## src/hw/rtl/histeq_pkg.sv

```systemverilog
`timescale 1ns / 1ps
package histeq_pkg;
  localparam int LEVELS         = 256;
  localparam int TOP_LEVEL      = 255;
  localparam int PIX_W          = 8;
  localparam int IMAGE_SIDE_DEF = 32;

  // request modes
  localparam logic [1:0] MODE_CLEAR = 2'd0;
  localparam logic [1:0] MODE_COUNT = 2'd1;
  localparam logic [1:0] MODE_MAP   = 2'd2;
endpackage

```

## src/hw/rtl/histeq_div.sv

```systemverilog
`timescale 1ns / 1ps
// Computes floor(diff * 255 / span), one quotient bit per cycle.
// Valid only for diff <= span, span != 0 (quotient fits 8 bits).
module histeq_div
  import histeq_pkg::*;
#(
  parameter int CNT_W = 11
) (
  input  logic                 clk,
  input  logic                 rst_n,
  input  logic                 start,
  input  logic [CNT_W-1:0]     diff,
  input  logic [CNT_W-1:0]     span,
  output logic                 done,
  output logic [PIX_W-1:0]     quot
);
  localparam int NUM_W = CNT_W + PIX_W;

  logic [NUM_W-1:0] num_r;
  logic [NUM_W-1:0] dv_r;
  logic [PIX_W-1:0] q_r;
  logic [2:0]       step_r;
  logic             busy_r;
  logic             done_r;
  logic             fits;

  assign fits = (num_r >= dv_r);

  always_ff @(posedge clk) begin
    if (!rst_n) begin
      busy_r <= 1'b0;
      done_r <= 1'b0;
    end else begin
      done_r <= 1'b0;
      if (start) begin
        busy_r <= 1'b1;
        step_r <= 3'd7;
        q_r    <= '0;
        num_r  <= NUM_W'(diff) * NUM_W'(TOP_LEVEL);
        dv_r   <= NUM_W'({span, 7'b0});
      end else if (busy_r) begin
        // restoring step
        if (fits) begin
          num_r <= num_r - dv_r;
        end
        q_r  <= {q_r[PIX_W-2:0], fits};
        dv_r <= dv_r >> 1;
        step_r <= step_r - 3'd1;
        if (step_r == 3'd0) begin
          busy_r <= 1'b0;
          done_r <= 1'b1;
        end
      end
    end
  end

  assign done = done_r;
  assign quot = q_r;
endmodule

```

## config.mk

```make
export PLATFORM = sky130hd
export DESIGN_NAME = histeq_div
export DESIGN_NICKNAME = d
export VERILOG_FILES = /design/src/hw/rtl/histeq_pkg.sv /design/src/hw/rtl/histeq_div.sv
export SDC_FILE = /design/constraint.sdc
export NUM_CORES = 1
export LEC_CHECK = 0
export ABC_CLOCK_PERIOD_IN_PS = 14200
export BUFFER_PORTS_ARGS = -buffer_cell sky130_fd_sc_hd__buf_2
export CAP_MARGIN = 10
export CORE_MARGIN = 1.5
export CORE_UTILIZATION = 55
export CTS_CLUSTER_DIAMETER = 60
export DETAILED_ROUTE_END_ITERATION = 8
export HOLD_SLACK_MARGIN = 0.03
export PLACE_DENSITY = 0.71
export SYNTH_ARGS = -nofsm -noshare
export SYNTH_HDL_FRONTEND = slang
export SYNTH_SLANG_ARGS = --single-unit
```

## constraint.sdc

```tcl
create_clock -name clk -period 14.2 [get_ports clk]
set_clock_uncertainty 0.05 [all_clocks]
set_input_delay 2.13 -clock clk [delete_from_list [all_inputs] [get_ports clk]]
set_output_delay 2.13 -clock clk [all_outputs]
set_load 0.05 [all_outputs]
```

==> impl_metrics.yaml <==
setup_path:
  cp-start-kind: "input pin"
  r2r_cells: 8
  rrSetupSlack_ns: 10.76
  r2r_start: "num_r[3]"
  end_kind: "flip-flop"
  crit_start: "diff[3]"
  critPathRequiredTime_ns: 14.20
  cp.arrival_ns: 6.24
  worstPathMaxFanout: 5
  crit_type: "input pin to flip-flop"
  worst_r2r_endpoint: "num_r[4]"
timing:
  setup_viol: 0
  setup_tns_ns: 0
  maxSlewViolCount: 0
  rsz0062_at_grt: "no"
  fin_crit_ns: 6.24
  timing.final.crit_share_pct: 44.0
  tightest_slew_ns: 1.14
  slew_headroom_pct: 24.0
  hold_viol: 0
  setup_slack_ns: 7.96
  fmax_mhz: 160
global_routing:
  grt_usage_pct: 20.8
  grt_start_max_net_pins: 68
  first_global_vias: 3669
  grt_pass1_wl_mm: 16.7
  grt_overflow: 0
  antenna_found_initial: 0
clock_network:
  clkTransAtPathRegs_ns: 0.10
  postCtsHoldBufs: 0
  cts_buffer_depth: 2
  clkSinkCount: 50
  tritoncts: "done"
  worstSkewPairLatency_ns: 0.32
  cts_max_level: 2
  cts_made_buffers: 5
  cts_resized: 0
  post_cts_buffers: 0
  cts_root_buf: "clkbuf_8"
power_and_ir_drop:
  ir_worst_vdd_v: 0.000105
  leakage_nw: 2.61
  power_density_nw_per_um2: 192
detailed_routing:
  drt_wl_total_mm: 9.79
  first_pass_iters: 4
  via_per_inst: 5.42
  wire_per_inst_microns: 14.5
  drc: 0
  detail-route-antenna-nets: 0
  vias: 3670
  drt_iter0_drc: 153
logic_synthesis:
  synth_cell_type_count: 47
  synth_area_sq_um: 5150
  synth_top_family_by_area: "adder cells"
  synth_area_per_cell_sq_um: 9.62
  synth_top_cell_by_area: "edfxtp_1"
  synth_top_area_share_pct: 28.0
  synthAdderAreaFrac_pct: 32.2
  syn_inst: 535
  yosysSeqAreaShare_pct: 28.8
  yosys.area_share.simple_pct: 10.6
  ys_ff_latch: 50
  synthMuxAreaShare_pct: 0.778
  synth-xor-area-share_pct: 4.42
  synth_nets: 665
  synth_area_leaders: "edfxtp_1 (28%), fa_1 (18%), ha_1 (14%)"
  synth_compound_area_share_pct: 14.0
  yosysWarnings: 0
final_layout:
  layout-drive-gt1-share_pct: 8.48
  fin_area_sq_um: 5490
  fillers: 805
  seqCellArea_sq_um: 1480
  multi_input_area_sq_um: 3190
  antenna_cells: 0
  areaGrowthSynthToFinish_pct: 6.73
  nNetsFinal: 695
floorplan:
  die_h_microns: 99.7
  die_area_sq_um: 9950
  die_x_microns: 99.7
  core_region_area_sq_um: 9150
  initial_utilization_pct: 56.2
  fp-row-count: 35
  ios: 34
worst_hold_path:
  whs_path_depth: 1
  min_from: "busy_r"
  holdPathEnd: "done"
  hp-class: "flip-flop to flip-flop"
place:
  dp_hpwl_mm: 7.69
  dp_slack_ns: 7.61
  routabilityCongestion: 0.882
  placed_cell_area_sq_um: 5400
  io_buffer_count: 33
run:
  maxCapViolations: 0
run_status:
  status: "finished, final reports clean"
## worst max-delay path by stage
stage	end	cells past startpoint
2_1_floorplan	num_r[16]	16
3_3_place_gp	num_r[16]	17
3_5_place_dp	num_r[16]	17
4_1_cts	num_r[16]	17
5_1_grt	num_r[17]	17
6_report	num_r[17]	17
## layer usage
metal | routed length, microns | global-route usage (%) | up-vias
li1 | - | - | 1847
met1 | 4480 | 27.7 | 1722
met2 | 4780 | 35.7 | 84
met3 | 318 | 1.97 | 17
met4 | 221 | 7.37 | 0
met5 | 0 | 0 | -
## critical path: stages
cell and delay [ns]:
buf_2 0.14, inv_1 0.11, fa_1 0.60, inv_1 0.07
fa_1 0.50, fa_1 0.54, inv_1 0.05, fa_1 0.52
inv_1 0.04, ha_1 0.33, o21ai_0 0.10, a21oi_1 0.31
nand2b_1 0.18, a21oi_1 0.09, o311ai_2 0.28, xnor2_1 0.15
o21ai_0 0.09
## synthesized netlist by cell type, drive strengths merged
| master | n |
|---|---|
| and3 | 3 |
| a211o | 2 |
| a211oi | 4 |
| o41a | 1 |
| nor4 | 2 |
| xnor2 | 14 |
| nand2 | 38 |
| buf | 4 |
| dfxtp | 2 |
| nor2b | 11 |
| edfxtp | 48 |
| nand2b | 6 |
| and4 | 3 |
| o211a | 1 |
| a21o | 7 |
| o2111ai | 1 |
| o31a | 1 |
| nor3b | 1 |
| mux2i | 4 |
| a21oi | 33 |
| o211ai | 3 |
| o21bai | 6 |
| nand3b | 3 |
| o21ai | 42 |
| o311ai | 1 |
| fa | 46 |
| nand3 | 9 |
| a41oi | 2 |
| nor2 | 27 |
| a21bo | 1 |
| inv | 109 |
| clkbuf | 7 |
| o21a | 7 |
| and2 | 2 |
| ha | 59 |
| nand4 | 3 |
| o31ai | 2 |
| or2 | 1 |
| a31oi | 4 |
| xor2 | 12 |
| nor3 | 3 |
## cells in the final DEF, fill, tap and decap left out, types with 4 or more instances in the layout
| cell | count |
|---|---|
| a21o_1 | 7 |
| buf_2 | 33 |
| nor2b_1 | 11 |
| a211oi_1 | 4 |
| a21oi_1 | 32 |
| nand2_1 | 38 |
| o21a_1 | 7 |
| nand3_1 | 8 |
| inv_1 | 109 |
| xnor2_1 | 14 |
| fa_1 | 46 |
| xor2_1 | 12 |
| a31oi_1 | 4 |
| o21ai_0 | 42 |
| ha_1 | 59 |
| o21bai_1 | 6 |
| mux2i_1 | 4 |
| nor2_1 | 27 |
| nand2b_1 | 6 |
| edfxtp_1 | 48 |
| clkbuf_8 | 5 |
## through the flow
stage	util (%)	hold WS [ns]	power, mW	cells
4_1_cts	60.0	0.434	1.06	677
6_report	60.0	0.431	1.05	677
3_5_place_dp	59.0	0.415	0.960	669
2_1_floorplan	-	0.397	0.819	535
5_1_grt	60.0	0.465	1.17	677
3_3_place_gp	59.0	0.407	0.943	669
## sequential cells by signal (all words and copies together), names as in the netlist
register  flops
done          1
dv_r         18
step_r        3
quot          8
num_r        19
busy_r        1
## area by class of cell
| type | count | area share, % |
|---|---|---|
| Tap cell | 111 | 2.53 |
| Inverter | 109 | 7.45 |
| Sequential cell | 50 | 27.0 |
| Clock inverter | 3 | 0.524 |
| Multi-Input combinational cell | 365 | 58.1 |
| Timing Repair Buffer | 34 | 3.14 |
| Clock buffer | 5 | 1.25 |
## logic make-up (layout without fill, tap and decap cells)
group | Yosys count | count (layout)
AND/OR/NAND/NOR | 112 | 112
AO/OA/AOI/OAI | 118 | 118
adder cells (fa/ha/maj) | 105 | 105
flip-flops | 50 | 50
buffers and inverters | 120 | 151
multiplexers | 4 | 4
XOR/XNOR | 26 | 26
## where the power goes
part	switching [mW]	internal (mW)	total (mW)
Clock	0.0525	0.0369	0.0894
Combinational	0.427	0.320	0.747
Sequential	0.00900	0.209	0.218
(Power assumes the default switching activity.)
